**src/design/sfd_pkg.sv**
```systemverilog
// ---------------------------------------------------------------------------
// Sync-byte frame deframer package
// Shared constants, result type and status decode.
// ---------------------------------------------------------------------------
`default_nettype none

package sfd_pkg;

   localparam int unsigned ByteW     = 8;
   localparam int unsigned DirW      = 2;
   localparam int unsigned PayloadN  = 6;
   localparam int unsigned PosW      = 3;

   localparam logic [ByteW-1:0] SyncReset = 8'h55;

   // frame position codes
   localparam logic [PosW-1:0] PosHunt  = 3'd0;
   localparam logic [PosW-1:0] PosFirst = 3'd1;
   localparam logic [PosW-1:0] PosLast  = 3'd6;
   localparam logic [PosW-1:0] PosCheck = 3'd7;

   // raw status codes on the wire
   localparam logic [ByteW-1:0] RawReverse = 8'd0;
   localparam logic [ByteW-1:0] RawForward = 8'd1;
   localparam logic [ByteW-1:0] RawStopped = 8'd2;

   // decoded direction codes
   localparam logic [DirW-1:0] DirForward = 2'd0;
   localparam logic [DirW-1:0] DirReverse = 2'd1;
   localparam logic [DirW-1:0] DirStopped = 2'd2;
   localparam logic [DirW-1:0] DirUnknown = 2'd3;

   typedef struct packed {
      logic [ByteW-1:0] received_check;
      logic [ByteW-1:0] computed_check;
      logic [DirW-1:0]  right_direction;
      logic [ByteW-1:0] right_speed;
      logic [ByteW-1:0] right_pwm;
      logic [DirW-1:0]  left_direction;
      logic [ByteW-1:0] left_speed;
      logic [ByteW-1:0] left_pwm;
      logic             frame_ok;
   } result_type;

   typedef struct packed {
      logic       valid;
      result_type data;
   } core_out_type;

   function automatic logic [DirW-1:0] decode_status(input logic [ByteW-1:0] raw);
      logic [DirW-1:0] dir;
      case (raw)
         RawForward: dir = DirForward;
         RawReverse: dir = DirReverse;
         RawStopped: dir = DirStopped;
         default:    dir = DirUnknown;
      endcase
      return dir;
   endfunction

endpackage

`default_nettype wire

```
**src/design/sfd_in_reg.sv**
```systemverilog
// ---------------------------------------------------------------------------
// Input register
// Holds one received byte until the frame core takes it.
// ---------------------------------------------------------------------------
`default_nettype none

module sfd_in_reg (
   input  wire logic                       clock,
   input  wire logic                       reset,
   input  wire logic                       in_valid,
   output logic                            in_ready,
   input  wire logic [sfd_pkg::ByteW-1:0]  in_byte,
   input  wire logic                       take,
   output logic                            held_valid,
   output logic [sfd_pkg::ByteW-1:0]       held_byte
);

   logic                      valid_ff, valid_in;
   logic [sfd_pkg::ByteW-1:0] byte_ff, byte_in;
   logic                      load;

   assign in_ready   = !valid_ff || take;
   assign load       = in_valid && in_ready;
   assign held_valid = valid_ff;
   assign held_byte  = byte_ff;

   always_comb begin
      valid_in = valid_ff;
      byte_in  = byte_ff;
      if (load) begin
         valid_in = 1'b1;
         byte_in  = in_byte;
      end else if (take) begin
         valid_in = 1'b0;
      end
   end

   always_ff @(posedge clock) begin
      if (reset) begin
         valid_ff <= 1'b0;
      end else begin
         valid_ff <= valid_in;
      end
      byte_ff <= byte_in;
   end

endmodule

`default_nettype wire

```
**src/design/sfd_core.sv**
```systemverilog
// ---------------------------------------------------------------------------
// Frame core
// Tracks frame position, folds the XOR check and builds the result.
// ---------------------------------------------------------------------------
`default_nettype none

module sfd_core (
   input  wire logic                       clock,
   input  wire logic                       reset,
   input  wire logic                       held_valid,
   input  wire logic [sfd_pkg::ByteW-1:0]  held_byte,
   input  wire logic [sfd_pkg::ByteW-1:0]  sync_byte,
   input  wire logic                       out_free,
   output logic                            take,
   output sfd_pkg::core_out_type           core_out
);

   logic [sfd_pkg::PosW-1:0]  pos_ff, pos_in;
   logic [sfd_pkg::ByteW-1:0] xor_ff, xor_in;
   logic [sfd_pkg::ByteW-1:0] payload_ff [sfd_pkg::PayloadN];
   logic                      is_check;
   logic                      is_payload;
   logic [sfd_pkg::PosW-1:0]  slot;

   assign is_check   = (pos_ff == sfd_pkg::PosCheck);
   assign is_payload = (pos_ff >= sfd_pkg::PosFirst) && (pos_ff <= sfd_pkg::PosLast);
   assign slot       = pos_ff - sfd_pkg::PosFirst;

   // stall only a check byte whose result has nowhere to go
   assign take = held_valid && (!is_check || out_free);

   always_comb begin
      pos_in = pos_ff;
      xor_in = xor_ff;
      if (take) begin
         if (pos_ff == sfd_pkg::PosHunt) begin
            if (held_byte == sync_byte) begin
               pos_in = sfd_pkg::PosFirst;
               xor_in = held_byte;
            end
         end else if (is_payload) begin
            pos_in = pos_ff + sfd_pkg::PosFirst;
            xor_in = xor_ff ^ held_byte;
         end else begin
            pos_in = sfd_pkg::PosHunt;
            xor_in = '0;
         end
      end
   end

   always_comb begin
      core_out.valid                = take && is_check;
      core_out.data.left_pwm        = payload_ff[0];
      core_out.data.left_speed      = payload_ff[1];
      core_out.data.left_direction  = sfd_pkg::decode_status(payload_ff[2]);
      core_out.data.right_pwm       = payload_ff[3];
      core_out.data.right_speed     = payload_ff[4];
      core_out.data.right_direction = sfd_pkg::decode_status(payload_ff[5]);
      core_out.data.computed_check  = xor_ff;
      core_out.data.received_check  = held_byte;
      core_out.data.frame_ok        = (xor_ff == held_byte);
   end

   always_ff @(posedge clock) begin
      if (reset) begin
         pos_ff <= sfd_pkg::PosHunt;
         xor_ff <= '0;
      end else begin
         pos_ff <= pos_in;
         xor_ff <= xor_in;
      end
   end

   always_ff @(posedge clock) begin
      if (take && is_payload) begin
         payload_ff[slot] <= held_byte;
      end
   end

endmodule

`default_nettype wire

```
**src/design/sfd_out_reg.sv**
```systemverilog
// ---------------------------------------------------------------------------
// Output register
// Holds one finished result until the sink takes it.
// ---------------------------------------------------------------------------
`default_nettype none

module sfd_out_reg (
   input  wire logic                  clock,
   input  wire logic                  reset,
   input  wire sfd_pkg::core_out_type core_out,
   output logic                       out_free,
   output logic                       out_valid,
   input  wire logic                  out_ready,
   output sfd_pkg::result_type        out_data
);

   logic                valid_ff, valid_in;
   sfd_pkg::result_type data_ff, data_in;

   assign out_free  = !valid_ff || out_ready;
   assign out_valid = valid_ff;
   assign out_data  = data_ff;

   always_comb begin
      valid_in = valid_ff;
      data_in  = data_ff;
      if (core_out.valid) begin
         valid_in = 1'b1;
         data_in  = core_out.data;
      end else if (out_ready) begin
         valid_in = 1'b0;
      end
   end

   always_ff @(posedge clock) begin
      if (reset) begin
         valid_ff <= 1'b0;
      end else begin
         valid_ff <= valid_in;
      end
      data_ff <= data_in;
   end

endmodule

`default_nettype wire

```
**src/design/sync_frame_deframer_xor_check.sv**
```systemverilog
// Path: a check byte waits in the input register until the core takes it, and its result is
// then held in the output register, shown on rsp_*, until the result transfer completes.
// Throughput: one byte per cycle; the output register lets the next bytes in while a
// result waits, and only a check byte stalls when the previous result is still held.
// Reset: synchronous; hunts for sync, clears the running XOR, sync_byte returns to 0x55;
// payload bytes are not cleared (each is written in a frame before it is read).
// ---------------------------------------------------------------------------
// Sync-byte frame deframer with XOR check
// Hunts for the sync byte, collects six payload bytes and a check byte,
// and emits one decoded result per frame with a check pass flag.
// ---------------------------------------------------------------------------
`default_nettype none

module sync_frame_deframer_xor_check (
   input  wire logic        clock,
   input  wire logic        reset,
   // byte stream in
   input  wire logic        req_tvalid,
   output logic             req_tready,
   input  wire logic [7:0]  req_tdata,   // [7:0] rx_byte
   // frame results out
   output logic             rsp_tvalid,
   input  wire logic        rsp_tready,
   output logic [55:0]      rsp_tdata,   // [7:0] left_pwm, [15:8] left_speed,
                                         // [17:16] left_direction, [25:18] right_pwm,
                                         // [33:26] right_speed, [35:34] right_direction,
                                         // [43:36] computed_check, [51:44] received_check,
                                         // [55:52] zero
   output logic             rsp_tuser,   // [0] frame_ok
   // sync byte register write
   input  wire logic        csr_valid,
   output logic             csr_ready,
   input  wire logic [7:0]  csr_data     // [7:0] sync_byte
);

   logic                      held_valid;
   logic [sfd_pkg::ByteW-1:0] held_byte;
   logic                      take;
   logic                      out_free;
   sfd_pkg::core_out_type     core_out;
   sfd_pkg::result_type       rsp_data;
   logic [sfd_pkg::ByteW-1:0] sync_ff, sync_in;

   // Sync register: always ready; a write is registered and applies
   // from the next hunt, since the frame in flight already folded its sync.
   assign csr_ready = 1'b1;

   always_comb begin
      sync_in = sync_ff;
      if (csr_valid) begin
         sync_in = csr_data;
      end
   end

   always_ff @(posedge clock) begin
      if (reset) begin
         sync_ff <= sfd_pkg::SyncReset;
      end else begin
         sync_ff <= sync_in;
      end
   end

   // Input stage: hold one byte; advance whenever the core takes it.
   sfd_in_reg u_in_reg (
      .clock      (clock),
      .reset      (reset),
      .in_valid   (req_tvalid),
      .in_ready   (req_tready),
      .in_byte    (req_tdata),
      .take       (take),
      .held_valid (held_valid),
      .held_byte  (held_byte)
   );

   // Frame core: position counter, running XOR, payload slots, status decode.
   sfd_core u_core (
      .clock      (clock),
      .reset      (reset),
      .held_valid (held_valid),
      .held_byte  (held_byte),
      .sync_byte  (sync_ff),
      .out_free   (out_free),
      .take       (take),
      .core_out   (core_out)
   );

   // Output stage: hold a finished result until its transfer completes.
   sfd_out_reg u_out_reg (
      .clock     (clock),
      .reset     (reset),
      .core_out  (core_out),
      .out_free  (out_free),
      .out_valid (rsp_tvalid),
      .out_ready (rsp_tready),
      .out_data  (rsp_data)
   );

   // Pack the result fields, lowest field first, zero padded to whole bytes.
   assign rsp_tdata = {4'b0000,
                       rsp_data.received_check,
                       rsp_data.computed_check,
                       rsp_data.right_direction,
                       rsp_data.right_speed,
                       rsp_data.right_pwm,
                       rsp_data.left_direction,
                       rsp_data.left_speed,
                       rsp_data.left_pwm};
   assign rsp_tuser = rsp_data.frame_ok;

endmodule

`default_nettype wire

```
**config.mk**
```make
export PLATFORM = sky130hd
export DESIGN_NAME = sync_frame_deframer_xor_check
export DESIGN_NICKNAME = d
export VERILOG_FILES = /design/src/design/sfd_pkg.sv /design/src/design/sfd_in_reg.sv /design/src/design/sfd_core.sv /design/src/design/sfd_out_reg.sv /design/src/design/sync_frame_deframer_xor_check.sv
export SDC_FILE = /design/constraint.sdc
export NUM_CORES = 1
export LEC_CHECK = 0
export BUFFER_PORTS_ARGS = -buffer_cell sky130_fd_sc_hd__buf_2
export CORE_MARGIN = 2
export CORE_UTILIZATION = 35
export DETAILED_ROUTE_END_ITERATION = 10
export PLACE_DENSITY = 0.67
export SLEW_MARGIN = 5
export SYNTH_ARGS = -nofsm -noshare
export SYNTH_HDL_FRONTEND = slang
export SYNTH_SLANG_ARGS = --single-unit
```
**constraint.sdc**
```tcl
create_clock -name clock -period 2.7 [get_ports clock]
set_clock_uncertainty 0.1 [all_clocks]
set_input_delay 0.54 -clock clock [delete_from_list [all_inputs] [get_ports clock]]
set_output_delay 0.54 -clock clock [all_outputs]
set_load 0.1 [all_outputs]
```
Yosys cells after proc, flatten, opt, wreduce, memory -nomap -nowiden
Memory sizes are Yosys's and may differ from the RTL's. A register that Yosys moved wholly into a read port is not among the register bits. Cells that the tools add are included.

Register bits after elaboration: 50. Bits in latches: 0. Memories kept: 1. Input port bits: 21. ROM bits: 0. RAM bits: 48.

Memories: u_core.payload_ff (depth 6, bits a word 8, read ports 6, clocked after Yosys merged registers in 4, wr ports 1, line sfd_core.sv:20) `logic [sfd_pkg::ByteW-1:0] payload_ff [sfd_pkg::PayloadN];`.

Magnitude comparators: 2. Reduce and logical (&&, ||, !) cells: 17. Bitwise logic cells: 1. Multipliers: 0. Equality and inequality tests: 8. Muxes and demuxes: 14. $add $sub $neg: 2. Shift-type cells: 0. Divide/modulo/power cells: 0.

Operator list (number): 8-bit two-way mux (3); 8-bit by 1-bit equality test with 1-bit output, second input constant (2); 8-bit by 2-bit equality test with 1-bit output, second input constant (2); 8-bit equality test (2); 8-bit zero test (2); 2-bit one-hot mux with 3 select lines (2); 3-bit two-way mux (3); 8-bit bitwise XOR (1); 1-bit two-way mux (6); 1-bit logical AND (5); 2-bit nonzero test (2); 3-bit by 1-bit adder with 3-bit output, second input constant (1); 3-bit equality test, second input constant (1); 3-bit by 1-bit >= comparator with 1-bit output, second input constant (1); 3-bit less-or-equal comparator, second input constant (1); 1-bit zero test (3); 3-bit zero test (1); 1-bit logical OR (3); 3-bit by 1-bit subtractor with 3-bit output, second input constant (1); 2-bit inequality test, second input constant (1); 2-bit AND reduction (1).

Longest topological paths before layout
Word-level depth: 7. Mapped depth: 8. Mapped depth without buffers: 7.

Modules after synthesis
From an unflattened synthesis, not the netlist that was laid out.

Cell total of the unflattened synthesis: 297. Area, all modules: 4855.9 um^2.

Modules (own cells, without submodules): sfd_core (area an instance 2580.0 um^2, times used 1, cells each 194, seq. area each 1661.6 um^2); sfd_out_reg (area an instance 1637.8 um^2, times used 1, cells each 57, seq. area each 1611.5 um^2); sync_frame_deframer_xor_check (area an instance 342.8 um^2, times used 1, cells each 33, seq. area each 160.2 um^2); sfd_in_reg (area an instance 295.3 um^2, times used 1, cells each 13, seq. area each 260.2 um^2).

Worst setup path after synthesis
Ideal clock, no wire load.

Path type: register to register. Start point: register u_out_reg.valid_ff, in the netlist u_out_reg.out_valid. End point: register, netlist name rsp_tdata[0]. Path buffers: 0. Setup time: 0.416 ns. Clock period less this slack: 2.753 ns. Slack: -0.053 ns. Arrival time: 2.236 ns. Cell stages (with the launch flop): 3. Cell sequence: dfxtp_1 > nand3b_1 > and3_1.

RTL lines: start: declaration (line sfd_out_reg.sv:17) `logic valid_ff, valid_in;`; start signal: assignment (line sfd_out_reg.sv:39) `valid_ff <= valid_in;`.

Final worst setup path
Start point: register u_core.pos_ff[1] in the netlist's numbering. End point: output req_tready.

Word-level cells in the longest chain between the ends: 5.

Ends and longest elaborated chain: start: declaration (line sfd_core.sv:18) `logic [sfd_pkg::PosW-1:0] pos_ff, pos_in;`; start signal: assignment (line sfd_core.sv:66) `pos_ff <= sfd_pkg::PosHunt;`; start signal: assignment (line sfd_core.sv:69) `pos_ff <= pos_in;`; 3-bit equality test (line sfd_core.sv:25) `assign is_check = (pos_ff == sfd_pkg::PosCheck);`; 1-bit zero test (line sfd_core.sv:30) `assign take = held_valid && (!is_check || out_free);`; 1-bit logical OR (line sfd_core.sv:30); 1-bit logical AND (line sfd_core.sv:30); 1-bit logical OR (line sfd_in_reg.sv:22) `assign in_ready = !valid_ff || take;`; end: declaration (line sync_frame_deframer_xor_check.sv:19) `output logic req_tready,`.

Every way passes these cells.

==> reports/metrics.csv <==
metric;value;unit
dpl.cell_count;545;
cts-root-buf;clkbuf_16;
wl_per_cell;15.30;um
hpwl;5695;um
r2r-start;u_core.pos_ff[1];
leakage;2.122;nW
die_h;120.1;um
pwr-share-comb;3.5;%
mostFrequentLayoutCells;edfxtp_1, buf_2, dfxtp_1;
syn_inst;289;
chipWidth;120.1;um
power_frac_seq;48.7;%
track_usage;13.32;%
min_path_type;in -> reg;
grt_pass1_wl;14120;um
cp.required;2.06;ns
num_vias;2707;
final_util;45.09;%
max_cap_viol_count;0;
setup_violations;0;
reg2reg_to;u_core.payload_ff[3][2];
start_util;35.76;%
finalWeightedCongestion;0.8022;
cts_max_path_buffers;2;
clock_sinks;130;
clkPwrFrac;47.8;%
syn2layout_area_growth;26.07;%
rrSetupSlack;0.25;ns
relSlewSlack;55.41;%
hold_violations;0;
min_to;u_in_reg.held_byte[4];
ir_drop;0.0003677;V
use_met3;4.753;%
numPortBuffers;75;
path_class;reg -> out;
drc;0;
r2r_cells;8;
ys_warn_count;0;
gr-max-usage-layer;met2;
antenna_found_initial;0;
viasPerCell;4.692;
layout-drive-gt1-share;31.17;%
coreArea;13190;um^2
fin_cells;577;
pin_count;81;
period_needed;2.515;ns
crit_path_max_fanout;6;
power.net_switching;0.9402;mW
rsz0062_at_grt;no;
postRouteAntennaNets;0;
post_synth.cell_area_avg;16.32;um^2
dieArea;14420;um^2
p_int;3.589;mW
grt_pass1_vias;2685;
firstDrtPassIters;4;
run_status;finished, final reports clean;
hold_path.startpoint;req_tdata[4];
finalCritPeriodShare;93.14;%
num-fill-cells;1165;
grt_use_met2;20.99;%
grt-ovfl-total;0;
max_freq;0.3976;GHz
drt_iter0_markers;198;
synthesis.area;4717;um^2
cts_tree;built;
seqCellArea;3694;um^2
grt_max_degree;54;
grt.met1_usage;16.48;%
synth_cell_types;34;
diodes;0;
htreeDepth;4;
final_common_cell;edfxtp_1;
cp-end-kind;output pin;
tightest_slew;0.6664;ns
synth-seq-cells;130;
synth-seq-area-share;78.30;%
tns;0;ns
nets;415;
clkLatencyLatePin;0.41;ns
hold_ws;0.2047;ns
routed_wl;8830;um
cts_buffers;17;
powerDensity;761.6;nW/um^2
rows;42;
final_max_slew_viol_count;0;
clk_pin_slew;0.05;ns
worst_slack;0.1851;ns
crit_path_start_kind;flip-flop;
swShare;20.76;%
cp.arrival;1.87;ns
multi_input_area;920.9;um^2
dp_slack;0.1877;ns
min_path_cells;1;
-- cell type report --
class / instances / share of cell area, %
sequential: 130 / 62.11
multi-input combinational: 140 / 15.48
timing repair buffer: 93 / 8.794
clock buffer: 18 / 7.217
tap: 176 / 3.703
clock inverter: 14 / 2.314
inverter: 6 / 0.3787
-- logic make-up after synthesis --
kind of cell / synth area share, %
simple gates: 7.083
mux: 1.698
buf+inv: 2.546
xor+xnor: 3.528
compound gates: 5.093
fa+ha+maj: 1.591
other cells: 0.1592
flops: 78.30
-- power groups by stage --
stage	clock (mW)	combinational (mW)	sequential (mW)
4_1_cts	2.20	0.162	2.20
3_5_place_dp	0	0.161	2.25
6_report	2.17	0.160	2.20
2_1_floorplan	0	0.0913	2.25
3_3_place_gp	0	0.156	2.24
5_1_grt	2.29	0.175	2.21
-- sequential cells by signal, summed over array words and instances, names as in the netlist --
name and cells:
rsp_tdata 32, sync_ff 8, u_core.payload_ff 48, u_core.pos_ff 3, u_core.xor_ff 8, u_in_reg.held_byte 8
u_in_reg.held_valid 1, u_out_reg.out_data 21, u_out_reg.out_valid 1
-- Yosys cell counts, drive strengths merged --
master / number / area [um^2]
nor2b: 2 / 12.51
o21ai: 13 / 68.82
xnor2: 16 / 140.1
and2: 1 / 6.260
conb: 2 / 7.510
nand3b: 1 / 7.510
nand3: 10 / 50.05
o311ai: 8 / 77.58
nor2: 18 / 67.56
buf: 10 / 75.07
clkbuf: 6 / 22.52
edfxtp: 109 / 3273
nand4b: 2 / 17.52
or4: 1 / 11.26
o21a: 1 / 7.510
nand2: 9 / 33.78
a31oi: 1 / 6.260
xor2: 3 / 26.28
mux2i: 8 / 80.08
nor3: 13 / 65.06
a21oi: 4 / 20.02
o31ai: 8 / 60.06
and3: 1 / 6.260
nor4: 1 / 6.260
dfxtp: 21 / 420.4
or2: 1 / 6.260
nand2b: 1 / 6.260
ha: 6 / 75.07
inv: 6 / 22.52
nand4: 6 / 37.54
-- per-stage QoR --
step | power (mW) | area, um^2
after floorplan | 2.345 | 4730
after global placement | 2.400 | 5375
after detailed placement | 2.407 | 5375
after CTS | 4.570 | 5942
after global routing | 4.667 | 5947
final | 4.529 | 5947
-- how the worst max path moves through the flow --
| stage | start | to | slack [ns] | depth (start not counted) |
|---|---|---|---|---|
| 6_report | u_core.pos_ff[1] | req_tready | 0.19 | 5 |
| 5_1_grt | u_core.pos_ff[1] | req_tready | 0.11 | 5 |
| 4_1_cts | u_core.pos_ff[1] | u_core.payload_ff[2][1] | 0.17 | 7 |
| 3_5_place_dp | u_core.pos_ff[1] | u_core.payload_ff[2][0] | 0.19 | 7 |
| 3_3_place_gp | u_core.pos_ff[1] | u_core.payload_ff[2][0] | 0.31 | 7 |
| 2_1_floorplan | u_out_reg.out_valid | u_core.payload_ff[3][0] | 0.02 | 4 |
-- critical path: stages, from the launching register on --
cell and delay [ns]:
dfxtp_1 0.36, ha_1 0.21, ha_1 0.21, buf_4 0.15, nand3_1 0.09, buf_2 0.43
-- metal layers --
layer | routed length (um) | vias up | share of wire [%]
met1 | 3811 | 1297 | 43
met4 | 132 | 0 | 1.5
met2 | 4288 | 109 | 49
met3 | 597 | 13 | 6.8
met5 | 0 | - | 0
li1 | - | 1288 | -
-- repair_timing --
item	4_1_cts	5_1_grt
setup endpoints to repair	0	8
hold buffers	0	0
buffers inserted	0	0
hold endpoints to repair	0	0
gates resized for setup	0	1
Power figures use the tool's default switching activity.
